===== config.mk =====
export PLATFORM = sky130hd
export DESIGN_NAME = eller_maze_row_generator
export DESIGN_NICKNAME = d
export VERILOG_FILES = /design/src/hdl/emrg_pkg.sv /design/src/hdl/eller_maze_row_generator.sv /design/src/hdl/emrg_lane.sv /design/src/hdl/emrg_merge.sv
export SDC_FILE = /design/constraint.sdc
export NUM_CORES = 1
export LEC_CHECK = 0
export ABC_AREA = 1
export BUFFER_PORTS_ARGS = -buffer_cell sky130_fd_sc_hd__buf_4
export CORE_MARGIN = 3
export CORE_UTILIZATION = 28
export DETAILED_ROUTE_END_ITERATION = 10
export PLACE_DENSITY_LB_ADDON = 0.2
export SYNTH_ARGS = -nofsm -noshare
export SYNTH_HDL_FRONTEND = slang
export SYNTH_SLANG_ARGS = --single-unit

===== constraint.sdc =====
create_clock -name clock -period 6.3 [get_ports clock]
set_clock_uncertainty 0.15 [all_clocks]
set_input_delay 0 -clock clock [delete_from_list [all_inputs] [get_ports clock]]
set_output_delay 0 -clock clock [all_outputs]
set_load 0.01 [all_outputs]

===== src/hdl/emrg_pkg.sv =====
// Package for the Eller maze row generator.
// Holds the channel payload types, field widths and the lane command encoding.
// Depends on nothing; the top level, the lane and the testbench refer to it.
package emrg_pkg;

   localparam int JOIN_W      = 15;
   localparam int DOWN_W      = 16;
   localparam int WALL_W      = 16;
   localparam int CFG_W       = 5;
   localparam int MIN_COLUMNS = 2;

   localparam logic [CFG_W-1:0] CFG_RESET = 5'd16;

   typedef struct packed {
      logic [JOIN_W-1:0] join_bits;
      logic [DOWN_W-1:0] down_bits;
      logic              last_row;
   } req_type;

   typedef struct packed {
      logic [WALL_W-1:0] right_walls;
      logic [WALL_W-1:0] down_walls;
      logic              row_done_last;
   } rsp_type;

   // Command broadcast from the sequencer to every column lane.
   typedef enum logic [2:0] {
      LANE_IDLE,
      LANE_LOAD,
      LANE_MERGE,
      LANE_FLOOR,
      LANE_NUMBER,
      LANE_CLOSE
   } lane_op_type;

   typedef struct packed {
      lane_op_type op;
      logic        clear_all;
   } lane_ctl_type;

endpackage


===== src/hdl/eller_maze_row_generator.sv =====
// Top level of the Eller maze row generator.
// Sequencer, configuration register, output register and the column lanes.
// Depends on emrg_pkg, emrg_lane and emrg_merge.
//
// Use: each req transaction carries one maze row's random bits (join_bits,
// down_bits, last_row) and yields exactly one rsp transaction with that row's
// right walls, floors and the last-row echo. The csr channel writes the
// number of columns in use; it is always ready and should only be written
// while no row is in flight. Values below two act as two, values above
// MAX_COLUMNS as MAX_COLUMNS.
// Timing: a row runs through the accepting cycle, the merge, floor and
// renumbering passes, walked by the sequencer one column at a time, and the
// cycle that loads the output register; req_ready and the response both
// return once that register is loaded. A last row skips the floor and
// renumbering passes.
// The finished response waits in an output register, so a new row is taken
// while the previous response is still stalled; a row only waits at its end
// if the receiver has not yet taken the previous response.
// Reset clears every carried set, so the first row starts with fresh sets,
// and sets the column count to sixteen. No response is pending after reset.
module eller_maze_row_generator #(
   parameter int MAX_COLUMNS = 16
) (
   input  logic                            clock,
   input  logic                            reset,
   input  logic                            req_valid,
   output logic                            req_ready,
   input  emrg_pkg::req_type               req_data,
   output logic                            rsp_valid,
   input  logic                            rsp_ready,
   output emrg_pkg::rsp_type               rsp_data,
   input  logic                            csr_valid,
   output logic                            csr_ready,
   input  logic [emrg_pkg::CFG_W-1:0]      csr_data
);

   localparam int IDX_W   = $clog2(MAX_COLUMNS);
   localparam int CNT_W   = $clog2(MAX_COLUMNS + 1);
   localparam int WORK_W  = $clog2(2 * MAX_COLUMNS);
   localparam int LABEL_W = $clog2(MAX_COLUMNS);

   typedef enum logic [2:0] {
      ST_IDLE,
      ST_MERGE,
      ST_FLOOR,
      ST_NUMBER,
      ST_CLOSE
   } state_type;

   state_type                    state_ff, state_in;
   logic [emrg_pkg::CFG_W-1:0]   cfg_ff, cfg_in;
   logic [IDX_W-1:0]             step_ff, step_in;
   logic [IDX_W-1:0]             start_ff, start_in;
   logic                         run_any_ff, run_any_in;
   logic [LABEL_W-1:0]           next_ff, next_in;
   logic                         last_ff, last_in;
   logic [MAX_COLUMNS-1:0]       join_ff, join_in;
   logic [MAX_COLUMNS-1:0]       rw_ff, rw_in;
   logic                         rsp_valid_ff, rsp_valid_in;
   emrg_pkg::rsp_type            rsp_data_ff, rsp_data_in;

   logic [CNT_W-1:0]             used_cols;
   logic [CNT_W-1:0]             step_p1;
   logic [MAX_COLUMNS-1:0]       used_mask;
   logic [MAX_COLUMNS-1:0]       join_vec;
   logic [MAX_COLUMNS-1:0]       down_vec;
   logic [MAX_COLUMNS-1:0]       dw_vec;
   logic [emrg_pkg::WALL_W-1:0]  rw_out, dw_out;
   logic                         accept_req, rsp_free;
   logic                         merge_end, row_end;
   logic                         is_start, is_end, cur_any;
   logic [IDX_W-1:0]             cur_start;

   emrg_pkg::lane_ctl_type       lane_ctl;
   logic [IDX_W-1:0]             force_idx;
   logic [WORK_W-1:0]            hi_label, lo_label;
   logic [LABEL_W-1:0]           new_label;

   logic [WORK_W-1:0]            lane_cur [MAX_COLUMNS];
   logic [WORK_W-1:0]            lane_nxt [MAX_COLUMNS];
   logic [WORK_W-1:0]            lane_prv [MAX_COLUMNS];
   logic [LABEL_W-1:0]           lane_hit_label [MAX_COLUMNS];
   logic [MAX_COLUMNS-1:0]       lane_cur_open, lane_open, lane_hit;

   logic [WORK_W-1:0]            cur_work, nxt_work, prv_work;
   logic                         cur_open, found;
   logic [LABEL_W-1:0]           found_label;

   // Handshakes.
   assign req_ready  = (state_ff == ST_IDLE);
   assign accept_req = req_valid && req_ready;
   assign rsp_free   = !rsp_valid_ff || rsp_ready;
   assign rsp_valid  = rsp_valid_ff;
   assign rsp_data   = rsp_data_ff;
   assign csr_ready  = 1'b1;
   assign cfg_in     = csr_valid ? csr_data : cfg_ff;

   // Effective column count, clamped to the supported range.
   always_comb begin
      if (cfg_ff < emrg_pkg::CFG_W'(emrg_pkg::MIN_COLUMNS)) begin
         used_cols = CNT_W'(emrg_pkg::MIN_COLUMNS);
      end else if (int'(cfg_ff) > MAX_COLUMNS) begin
         used_cols = CNT_W'(MAX_COLUMNS);
      end else begin
         used_cols = CNT_W'(cfg_ff);
      end
   end

   always_comb begin
      for (int y = 0; y < MAX_COLUMNS; y++) begin
         used_mask[y] = (y < int'(used_cols));
      end
   end

   assign step_p1   = CNT_W'(step_ff) + CNT_W'(1);
   assign merge_end = (step_p1 == used_cols - CNT_W'(1));
   assign row_end   = (step_p1 == used_cols);

   // Input bits beyond the field widths read as zero; output bits beyond the
   // column count are dropped.
   for (genvar i = 0; i < MAX_COLUMNS; i++) begin : g_in_map
      if (i < emrg_pkg::JOIN_W) begin : g_join
         assign join_vec[i] = req_data.join_bits[i];
      end else begin : g_join_zero
         assign join_vec[i] = 1'b0;
      end
      if (i < emrg_pkg::DOWN_W) begin : g_down
         assign down_vec[i] = req_data.down_bits[i];
      end else begin : g_down_zero
         assign down_vec[i] = 1'b0;
      end
   end

   assign dw_vec = used_mask & ({MAX_COLUMNS{last_ff}} | ~lane_open);

   for (genvar b = 0; b < emrg_pkg::WALL_W; b++) begin : g_out_map
      if (b < MAX_COLUMNS) begin : g_bit
         assign rw_out[b] = rw_ff[b];
         assign dw_out[b] = dw_vec[b];
      end else begin : g_bit_zero
         assign rw_out[b] = 1'b0;
         assign dw_out[b] = 1'b0;
      end
   end

   // Column lanes: one per column, all fed the same broadcast command.
   for (genvar i = 0; i < MAX_COLUMNS; i++) begin : g_lane
      emrg_lane #(
         .MAX_COLUMNS (MAX_COLUMNS),
         .LANE_INDEX  (i)
      ) u_lane (
         .clock     (clock),
         .reset     (reset),
         .ctl       (lane_ctl),
         .step_idx  (step_ff),
         .start_idx (force_idx),
         .used_cols (used_cols),
         .down_bit  (down_vec[i]),
         .hi_label  (hi_label),
         .lo_label  (lo_label),
         .key_label (cur_work),
         .new_label (new_label),
         .cur_work  (lane_cur[i]),
         .nxt_work  (lane_nxt[i]),
         .prv_work  (lane_prv[i]),
         .cur_open  (lane_cur_open[i]),
         .lane_open (lane_open[i]),
         .hit       (lane_hit[i]),
         .hit_label (lane_hit_label[i])
      );
   end

   emrg_merge #(
      .MAX_COLUMNS (MAX_COLUMNS)
   ) u_merge (
      .lane_cur       (lane_cur),
      .lane_nxt       (lane_nxt),
      .lane_prv       (lane_prv),
      .lane_cur_open  (lane_cur_open),
      .lane_hit       (lane_hit),
      .lane_hit_label (lane_hit_label),
      .cur_work       (cur_work),
      .nxt_work       (nxt_work),
      .prv_work       (prv_work),
      .cur_open       (cur_open),
      .found          (found),
      .found_label    (found_label)
   );

   // Merging keeps the smaller label, as the left-to-right scan expects.
   assign lo_label  = (cur_work < nxt_work) ? cur_work : nxt_work;
   assign hi_label  = (cur_work < nxt_work) ? nxt_work : cur_work;
   assign new_label = found ? found_label : next_ff;

   // A run starts where the label changes and ends before the next change.
   assign is_start  = (step_ff == '0) || (cur_work != prv_work);
   assign is_end    = row_end || (nxt_work != cur_work);
   assign cur_any   = is_start ? cur_open : (run_any_ff | cur_open);
   assign cur_start = is_start ? step_ff : start_ff;
   assign force_idx = cur_start;

   always_comb begin
      state_in           = state_ff;
      step_in            = step_ff;
      start_in           = start_ff;
      run_any_in         = run_any_ff;
      next_in            = next_ff;
      last_in            = last_ff;
      join_in            = join_ff;
      rw_in              = rw_ff;
      rsp_valid_in       = rsp_valid_ff && !rsp_ready;
      rsp_data_in        = rsp_data_ff;
      lane_ctl.op        = emrg_pkg::LANE_IDLE;
      lane_ctl.clear_all = last_ff;

      unique case (state_ff)
         ST_IDLE: begin
            if (accept_req) begin
               lane_ctl.op = emrg_pkg::LANE_LOAD;
               step_in     = '0;
               last_in     = req_data.last_row;
               join_in     = join_vec;
               rw_in       = '0;
               state_in    = ST_MERGE;
            end
         end
         ST_MERGE: begin
            // A last row joins every pair of different sets.
            if ((cur_work == nxt_work) || (!last_ff && !join_ff[step_ff])) begin
               rw_in[step_ff] = 1'b1;
            end else begin
               lane_ctl.op = emrg_pkg::LANE_MERGE;
            end
            if (merge_end) begin
               step_in  = '0;
               state_in = last_ff ? ST_CLOSE : ST_FLOOR;
            end else begin
               step_in = step_ff + IDX_W'(1);
            end
         end
         ST_FLOOR: begin
            start_in   = cur_start;
            run_any_in = cur_any;
            // A run with no open cell keeps its leftmost cell open.
            if (is_end && !cur_any) begin
               lane_ctl.op = emrg_pkg::LANE_FLOOR;
            end
            if (row_end) begin
               step_in  = '0;
               next_in  = '0;
               state_in = ST_NUMBER;
            end else begin
               step_in = step_ff + IDX_W'(1);
            end
         end
         ST_NUMBER: begin
            // Open cells are renumbered by first appearance from the left.
            lane_ctl.op = emrg_pkg::LANE_NUMBER;
            if (cur_open && !found) begin
               next_in = next_ff + LABEL_W'(1);
            end
            if (row_end) begin
               state_in = ST_CLOSE;
            end else begin
               step_in = step_ff + IDX_W'(1);
            end
         end
         ST_CLOSE: begin
            if (rsp_free) begin
               lane_ctl.op               = emrg_pkg::LANE_CLOSE;
               rsp_valid_in              = 1'b1;
               rsp_data_in.right_walls   = rw_out;
               rsp_data_in.down_walls    = dw_out;
               rsp_data_in.row_done_last = last_ff;
               state_in                  = ST_IDLE;
            end
         end
      endcase
   end

   always_ff @(posedge clock) begin
      if (reset) begin
         state_ff     <= ST_IDLE;
         rsp_valid_ff <= 1'b0;
         cfg_ff       <= emrg_pkg::CFG_RESET;
      end else begin
         state_ff     <= state_in;
         rsp_valid_ff <= rsp_valid_in;
         cfg_ff       <= cfg_in;
      end
      step_ff     <= step_in;
      start_ff    <= start_in;
      run_any_ff  <= run_any_in;
      next_ff     <= next_in;
      last_ff     <= last_in;
      join_ff     <= join_in;
      rw_ff       <= rw_in;
      rsp_data_ff <= rsp_data_in;
   end

`ifndef SYNTHESIS
   ap_step_range: assert property (@(posedge clock) disable iff (reset)
      (state_ff == ST_MERGE || state_ff == ST_FLOOR || state_ff == ST_NUMBER)
         |-> (step_p1 <= used_cols))
      else $error("column step beyond the columns in use");

   ap_last_skips_floor: assert property (@(posedge clock) disable iff (reset)
      (state_ff == ST_FLOOR || state_ff == ST_NUMBER) |-> !last_ff)
      else $error("last row entered the floor or renumbering pass");

   ap_label_bound: assert property (@(posedge clock) disable iff (reset)
      (state_ff == ST_NUMBER) |-> (next_ff <= step_ff))
      else $error("more labels issued than columns visited");

   ap_close_responds: assert property (@(posedge clock) disable iff (reset)
      (state_ff == ST_CLOSE && rsp_free) |=> (rsp_valid_ff && state_ff == ST_IDLE))
      else $error("finished row did not reach the output register");
`endif

endmodule


===== src/hdl/emrg_lane.sv =====
// One column lane of the Eller maze row generator.
// Holds the column's working set label, open flag, carried tag and label.
// Depends on emrg_pkg for the lane command type.
module emrg_lane #(
   parameter int MAX_COLUMNS = 16,
   parameter int LANE_INDEX  = 0,
   localparam int IDX_W   = $clog2(MAX_COLUMNS),
   localparam int CNT_W   = $clog2(MAX_COLUMNS + 1),
   localparam int WORK_W  = $clog2(2 * MAX_COLUMNS),
   localparam int LABEL_W = $clog2(MAX_COLUMNS)
) (
   input  logic                  clock,
   input  logic                  reset,
   input  emrg_pkg::lane_ctl_type ctl,
   input  logic [IDX_W-1:0]      step_idx,
   input  logic [IDX_W-1:0]      start_idx,
   input  logic [CNT_W-1:0]      used_cols,
   input  logic                  down_bit,
   input  logic [WORK_W-1:0]     hi_label,
   input  logic [WORK_W-1:0]     lo_label,
   input  logic [WORK_W-1:0]     key_label,
   input  logic [LABEL_W-1:0]    new_label,
   output logic [WORK_W-1:0]     cur_work,
   output logic [WORK_W-1:0]     nxt_work,
   output logic [WORK_W-1:0]     prv_work,
   output logic                  cur_open,
   output logic                  lane_open,
   output logic                  hit,
   output logic [LABEL_W-1:0]    hit_label
);

   localparam logic [WORK_W-1:0] FRESH_LABEL = WORK_W'(MAX_COLUMNS + LANE_INDEX);

   logic [WORK_W-1:0]  work_ff, work_in;
   logic               open_ff, open_in;
   logic               tag_ff, tag_in;
   logic [LABEL_W-1:0] label_ff, label_in;
   logic               is_cur, is_nxt, is_prv, is_start, in_use;

   assign is_cur   = (int'(step_idx) == LANE_INDEX);
   assign is_nxt   = (int'(step_idx) + 1 == LANE_INDEX);
   assign is_prv   = (int'(step_idx) == LANE_INDEX + 1);
   assign is_start = (int'(start_idx) == LANE_INDEX);
   assign in_use   = (LANE_INDEX < int'(used_cols));

   assign cur_work  = is_cur ? work_ff : '0;
   assign nxt_work  = is_nxt ? work_ff : '0;
   assign prv_work  = is_prv ? work_ff : '0;
   assign cur_open  = is_cur & open_ff;
   assign lane_open = open_ff;
   assign hit       = open_ff && (work_ff == key_label) && (LANE_INDEX < int'(step_idx));
   assign hit_label = hit ? label_ff : '0;

   always_comb begin
      work_in  = work_ff;
      open_in  = open_ff;
      tag_in   = tag_ff;
      label_in = label_ff;
      unique case (ctl.op)
         emrg_pkg::LANE_IDLE: begin
         end
         emrg_pkg::LANE_LOAD: begin
            work_in = tag_ff ? WORK_W'(label_ff) : FRESH_LABEL;
            open_in = down_bit;
         end
         emrg_pkg::LANE_MERGE: begin
            if (work_ff == hi_label) begin
               work_in = lo_label;
            end
         end
         emrg_pkg::LANE_FLOOR: begin
            if (is_start) begin
               open_in = 1'b1;
            end
         end
         emrg_pkg::LANE_NUMBER: begin
            if (is_cur) begin
               tag_in = open_ff;
               if (open_ff) begin
                  label_in = new_label;
               end
            end
         end
         emrg_pkg::LANE_CLOSE: begin
            if (ctl.clear_all || !in_use) begin
               tag_in = 1'b0;
            end
         end
      endcase
   end

   always_ff @(posedge clock) begin
      if (reset) begin
         tag_ff <= 1'b0;
      end else begin
         tag_ff <= tag_in;
      end
   end

   always_ff @(posedge clock) begin
      work_ff  <= work_in;
      open_ff  <= open_in;
      label_ff <= label_in;
   end

endmodule


===== src/hdl/emrg_merge.sv =====
// Merging stage of the Eller maze row generator.
// Combines the per-lane taps and label matches into single values.
// Depends on no package; widths follow the column count parameter.
module emrg_merge #(
   parameter int MAX_COLUMNS = 16,
   localparam int WORK_W  = $clog2(2 * MAX_COLUMNS),
   localparam int LABEL_W = $clog2(MAX_COLUMNS)
) (
   input  logic [WORK_W-1:0]      lane_cur [MAX_COLUMNS],
   input  logic [WORK_W-1:0]      lane_nxt [MAX_COLUMNS],
   input  logic [WORK_W-1:0]      lane_prv [MAX_COLUMNS],
   input  logic [MAX_COLUMNS-1:0] lane_cur_open,
   input  logic [MAX_COLUMNS-1:0] lane_hit,
   input  logic [LABEL_W-1:0]     lane_hit_label [MAX_COLUMNS],
   output logic [WORK_W-1:0]      cur_work,
   output logic [WORK_W-1:0]      nxt_work,
   output logic [WORK_W-1:0]      prv_work,
   output logic                   cur_open,
   output logic                   found,
   output logic [LABEL_W-1:0]     found_label
);

   // Only one lane drives each tap, and every matching lane carries the same
   // new label, so a plain OR over the lanes selects the answer.
   always_comb begin
      cur_work    = '0;
      nxt_work    = '0;
      prv_work    = '0;
      found_label = '0;
      for (int i = 0; i < MAX_COLUMNS; i++) begin
         cur_work    = cur_work | lane_cur[i];
         nxt_work    = nxt_work | lane_nxt[i];
         prv_work    = prv_work | lane_prv[i];
         found_label = found_label | lane_hit_label[i];
      end
   end

   assign cur_open = |lane_cur_open;
   assign found    = |lane_hit;

endmodule


; ---- Yosys cells after proc, flatten, opt, wreduce, memory -nomap -nowiden
; Index checks and enable logic that the tools add are counted.
[classes]
add_sub_neg = 5
bitwise = 79
n_mul = 0
eq_ne = 162
div_mod_pow = 0
order_cmp = 36
shifts = 0
n_reduce_logical = 161
muxes = 226
[ops]
columns = cell, count
row1 = $mux W5, 83
row2 = $eq A32 B5 Y1 const B, 8
row3 = $or A5 B5 Y5, 44
row4 = $eq A5 B5 Y1, 34
row5 = $pmux W5 S2, 16
row6 = $ne A2 B1 Y1 const B, 65
row7 = $eq A32 B4 Y1 const B, 4
row8 = $reduce_and A3 Y1, 35
row9 = $mux W4, 23
row10 = $reduce_and A2 Y1, 34
row11 = $eq A32 B3 Y1 const B, 2
row12 = $eq A4 B4 Y1 const B, 16
row13 = $pmux W1 S2, 32
row14 = $or A4 B4 Y4, 14
row15 = $mux W1, 54
row16 = $lt A4 B5 Y1 const A, 8
row17 = $logic_and A1 B1 Y1, 36
row18 = $eq A32 B2 Y1 const B, 1
row19 = $eq A4 B3 Y1 const B, 8
row20 = $logic_not A32 Y1, 1
row21 = $mux W16, 2
row22 = $or A16 B16 Y16, 2
row23 = $pmux W16 S2, 1
row24 = $pmux W3 S5, 2
row25 = other kinds (41), 144
[totals]
latch_bits = 0
ramBits = 0
n_memories = 0
in_bits = 42
romBits = 0
wordCells = 746
out_inout_bits = 36
regBits = 263

; ---- Logic depth before layout (Yosys ltp)
[logic_depth]
ltp_word = 36
ltp_mapped = 29
mapped_depth_nobuf = 27

; ---- Cells and area by module
; From an unflattened synthesis, not the netlist that was laid out.
[hier_totals]
hier_cells = 2643
hier_area_um2 = 18684.2
[modules_own_cells]
columns = mod, cells_per_inst, seq_area_each_um2, area_per_inst_um2, n_inst
row1 = eller_maze_row_generator, 448, 2522.4, 4297.9, 1
row2 = emrg_merge, 315, 0.0, 1182.4, 1
row3 = emrg_lane at g_lane[1].u_lane, 135, 320.3, 910.9, 1
row4 = emrg_lane at g_lane[12].u_lane, 121, 320.3, 869.6, 1
row5 = emrg_lane at g_lane[3].u_lane, 124, 320.3, 868.3, 1
row6 = emrg_lane at g_lane[13].u_lane, 114, 320.3, 847.1, 1
row7 = emrg_lane at g_lane[10].u_lane, 115, 320.3, 842.1, 1
row8 = emrg_lane at g_lane[11].u_lane, 129, 320.3, 840.8, 1
row9 = emrg_lane at g_lane[5].u_lane, 131, 320.3, 837.1, 1
row10 = emrg_lane at g_lane[9].u_lane, 116, 320.3, 823.3, 1
row11 = emrg_lane at g_lane[14].u_lane, 111, 320.3, 815.8, 1
row12 = emrg_lane at g_lane[2].u_lane, 114, 320.3, 809.5, 1
row13 = emrg_lane at g_lane[6].u_lane, 114, 320.3, 808.3, 1
row14 = emrg_lane at g_lane[7].u_lane, 123, 320.3, 805.8, 1
row15 = +4 rows, n/a, n/a, n/a, n/a

; ---- Worst setup path before layout
; Ideal clock, no wire load.
[synth_path]
kind = register to register
startpoint = register step_ff[1]
endpoint = register g_lane[0].u_lane.work_ff[0], enable pin
path_stages_with_launch = 27
arrival_ps = 4352
setup_ps = 313
slack_ps = 1485
cell_sequence = edfxtp_1 clkbuf_1 inv_1 ha_1 buf_4 clkbuf_1 nand2_1 nand3b_1 inv_1 nand2_1 nand4_1 nor4_1 ha_1 nand2_1 inv_1 a221o_1 nor3_2 inv_1 clkbuf_1 nand2_1 clkbuf_1 nand3_1 nand2_1 nand2_1 nor2_1 nand2_1 nand2_1
[synth_between]
elab_chain_len = 27
word_cells_on_any_way = 169
classes_between = add/sub: 2 / order compare: 1 / eq/ne: 38 / mux: 54 / bitwise: 61 / reduce/logical: 13
[synth_rtl]
columns = item, line
row1 = start: declaration, eller_maze_row_generator.sv:52  ; logic [IDX_W-1:0] step_ff, step_in;
row2 = start signal: assignment, eller_maze_row_generator.sv:291  ; step_ff <= step_in;
row3 = branches (longest 26 deep; another with $add A4 B1 Y5), n/a
row4 = $reduce_and A2 Y1 (no source line) (*), n/a
row5 = end signal: assignment, emrg_lane.sv:101  ; work_ff <= work_in;
row6 = end: declaration, emrg_lane.sv:34  ; logic [WORK_W-1:0] work_ff, work_in;
; Every way passes the cells marked *. The select of a mux whose other input is x is not followed.
; A chain may end at the register's enable or synchronous reset.

; ---- Worst setup path after layout
[layout_path]
startpoint = register step_ff[1]
endpoint = register g_lane[1].u_lane.work_ff[3], enable pin
[layout_between]
elab_chain_len = 27
word_cells_on_any_way = 169
classes_between = add/sub: 2 / order compare: 1 / eq/ne: 38 / mux: 54 / bitwise: 61 / reduce/logical: 13
[layout_rtl]
columns = item, line
row1 = branches (longest 26 deep; another with $add A4 B1 Y5), n/a
row2 = $reduce_and A2 Y1 (no source line) (*), n/a
row3 = end signal: assignment, emrg_lane.sv:101
row4 = end: declaration, emrg_lane.sv:34
; Marks and branches as above.

==> results.json <==
{
  "ys_types": 51,
  "grt_max_degree": 49,
  "period_share_pct": 94.1,
  "drt_pass1_iterations": 6,
  "max_cap_violations": 0,
  "synth_edf_count": 238,
  "wire_per_inst_um": 28.2,
  "slew_viol_final": 0,
  "ys.flop_type": "edfxtp_1",
  "startpoint_type": "register",
  "gp_congestion": 1.05,
  "first_iter_violations": 2324,
  "max_freq_mhz": 169,
  "htree_levels": 1,
  "drive_gt1_share_pct": 10.2,
  "slowest_stage": "ha_1",
  "rsz0062_at_grt": "no",
  "ys_top_cells_by_area": "edfxtp_1, nand2_1, nand3_1, nor2_1, inv_1",
  "track_usage_pct": 28.2,
  "cts_tree": "built",
  "max-slew-margin-rel_pct": 26.0,
  "dp_hpwl_um": 71800,
  "async_reset_ff_share_pct": 0,
  "hold_path.class": "in -> reg",
  "worstSetupPathType": "reg -> reg",
  "drc": 0,
  "synth_area_um2": 16900,
  "setup_viol_count_final": 0,
  "worstPathRequired_ps": 6450,
  "antenna_found_initial": 0,
  "initial_core_util_pct": 28.4,
  "clkSinkCount": 263,
  "clk_latency_ps": 620,
  "hold_viol": 0,
  "final_util_pct": 33.9,
  "cts-buffers-inserted": 31,
  "ys_warn_count": 0,
  "path_max_fanout": 17,
  "stdcell_count": 3220,
  "cp_num_buf_inv": 7,
  "rows": 89,
  "via_per_inst": 5.44,
  "setup_tns_ps": 0,
  "critical_path_arrival_ps": 6080,
  "synth_fp_nets": 2335,
  "io_pins": 78,
  "worst_pin_slew_ps": 1100,
  "die_area_um2": 63200,
  "status": "complete, no violations",
  "ant_nets": 0,
  "clock_path_buffers": 3,
  "ys_seq_area_share_pct": 45.3,
  "gr-total-overflow": 0,
  "grt_pass1_wl_um": 127000,
  "die_y_um": 251,
  "grt_pass1_vias": 16781,
  "cpPeakStageDelay_ps": 470,
  "finalCriticalPeriod_ps": 5930,
  "cts_root_buf": "clkbuf_16",
  "synth.avg_cell_area_um2": 7.40,
  "crit_path_end_kind": "register",
  "synth_largest_area_cell": "edfxtp_1",
  "antenna_cells": 0,
  "netlist.area_leader.share_pct": 42.4,
  "synth_seq_cells": 263,
  "vias": 17509,
  "area_delta_synth_final_pct": 19.4,
  "wl_um": 90900,
  "clk_pin_slew_ps": 60,
  "crit_family": "simple AND/OR/NAND/NOR gates",
  "core_region_area_um2": 59400,
  "synthCells": 2280,
  "nNetsFinal": 2478,
  "whs_ps": 43.5,
  "crit_top_cell": "nand2_1",
  "cts_resized": 0,
  "dpl.cell_count": 3099,
  "hold_buffers": 64,
  "io_buffers": 76,
  "post-cts-setup-buffers": 0,
  "die_x_um": 251
}
==> per-layer routing <==
| layer | routed length, µm | vias to the layer above | track usage, % | part of all wire (%) |
|---|---|---|---|---|
| met5 | 0 | - | 0 | 0 |
| met3 | 8110 | 175 | 4.99 | 8.9 |
| li1 | - | 7892 | - | - |
| met1 | 39900 | 8479 | 40.2 | 44 |
| met2 | 38100 | 963 | 41.7 | 42 |
| met4 | 4740 | 0 | 13.0 | 5.2 |
==> stage by stage <==
step | area, µm² | worst slack, ps
finish | 20100 | 373
global route | 20100 | 127
CTS | 20100 | 560
detailed placement | 18400 | 584
global placement | 18400 | 645
floorplan | 16900 | 1490
==> tightest hold or removal path: cells and delay by family <==
family        cells  cell delay (ps)
buf+inv           2              620
simple gates      1               80
==> cell type report <==
cell class | instances | area, µm²
clock inverters | 22 | 312
flip-flops and latches | 263 | 7650
repair buffers | 196 | 1630
clock buffers | 35 | 801
multi-input cells | 1692 | 7880
inverters | 239 | 897
well taps | 773 | 967
fillers | 6327 | 39200
==> flip-flops by register name, indices dropped and copies added (netlist names) <==
signal	cells
rsp_data	33
g_lane.u_lane.tag_ff	16
rw_ff	16
start_ff	4
join_ff	15
run_any_ff	1
g_lane.u_lane.work_ff	80
g_lane.u_lane.lane_open	16
cfg_ff	5
step_ff	4
g_lane.u_lane.label_ff	64
last_ff	1
next_ff	4
rsp_valid	1
state_ff	3
==> cells in the final DEF, fill, tap and decap left out, types with 7 or more instances in the layout <==
cell type and instances:
inv_1 217, clkinv_1 13, or2_1 14, buf_4 132, nand3_1 287, o21a_1 12
bufinv_16 7, nand2_2 12, ha_1 13, dlygate4sd3_1 64, o22ai_1 24, xor2_1 7
o31ai_1 17, o21ai_1 13, o211ai_1 8, a21oi_1 48, inv_2 13, nand2_1 684
nor3_1 10, nand4_1 54, nor2_2 18, edfxtp_1 238, dfxtp_1 25, o21ai_0 105
clkbuf_16 31, nor2_1 297
==> worst paths after layout <==
| kind | from | to | slack [ps] | cells after the start |
|---|---|---|---|---|
| worst min-delay path | req_data[6] | g_lane[5].u_lane.lane_open$_SDFFCE_PN1P_ | 40 | 3 |
| worst max-delay path | step_ff[1]$_DFFE_PP_ | g_lane[1].u_lane.work_ff[3]$_DFFE_PP_ | 370 | 25 |
| worst max register to register | step_ff[1]$_DFFE_PP_ | g_lane[1].u_lane.work_ff[3]$_DFFE_PP_ | 370 | 25 |
| worst min register to register | rw_ff[5]$_SDFFCE_PN0P_ | rsp_data[22]$_DFFE_PP_ | 300 | 0 |
==> synthesized netlist by cell type (all sizes together), types with 3 or more instances <==
| master | n |
|---|---|
| or2 | 16 |
| o211ai | 12 |
| nand2 | 698 |
| dfxtp | 25 |
| ha | 13 |
| xnor2 | 4 |
| a221oi | 3 |
| inv | 230 |
| nor3 | 11 |
| o22ai | 24 |
| edfxtp | 238 |
| nor2 | 321 |
| o21ai | 119 |
| nand4 | 54 |
| a211oi | 5 |
| o221ai | 3 |
| and2 | 3 |
| nor4 | 3 |
| clkbuf | 34 |
| clkinv | 9 |
| o21a | 12 |
| o21bai | 6 |
| buf | 52 |
| o31ai | 17 |
| a22oi | 5 |
| xor2 | 7 |
| a21oi | 48 |
| nand3b | 3 |
| nand3 | 294 |
==> cell families (layout without fill, tap and decap cells) <==
kind of cell	after synthesis	after routing	synth area share (%)
AND/OR/NAND/NOR	1403	1403	35.8
buffers and inverters	325	492	7.94
AO/OA/AOI/OAI	264	264	9.37
flip-flops	263	263	45.3
adder cells (fa/ha/maj)	13	13	0.965
XOR/XNOR	11	11	0.571
other	1	1	0.0222
Power is left out: the tool's default activity adds up to more than one toggle a clock period on the data nets, which glitch-free logic cannot reach.
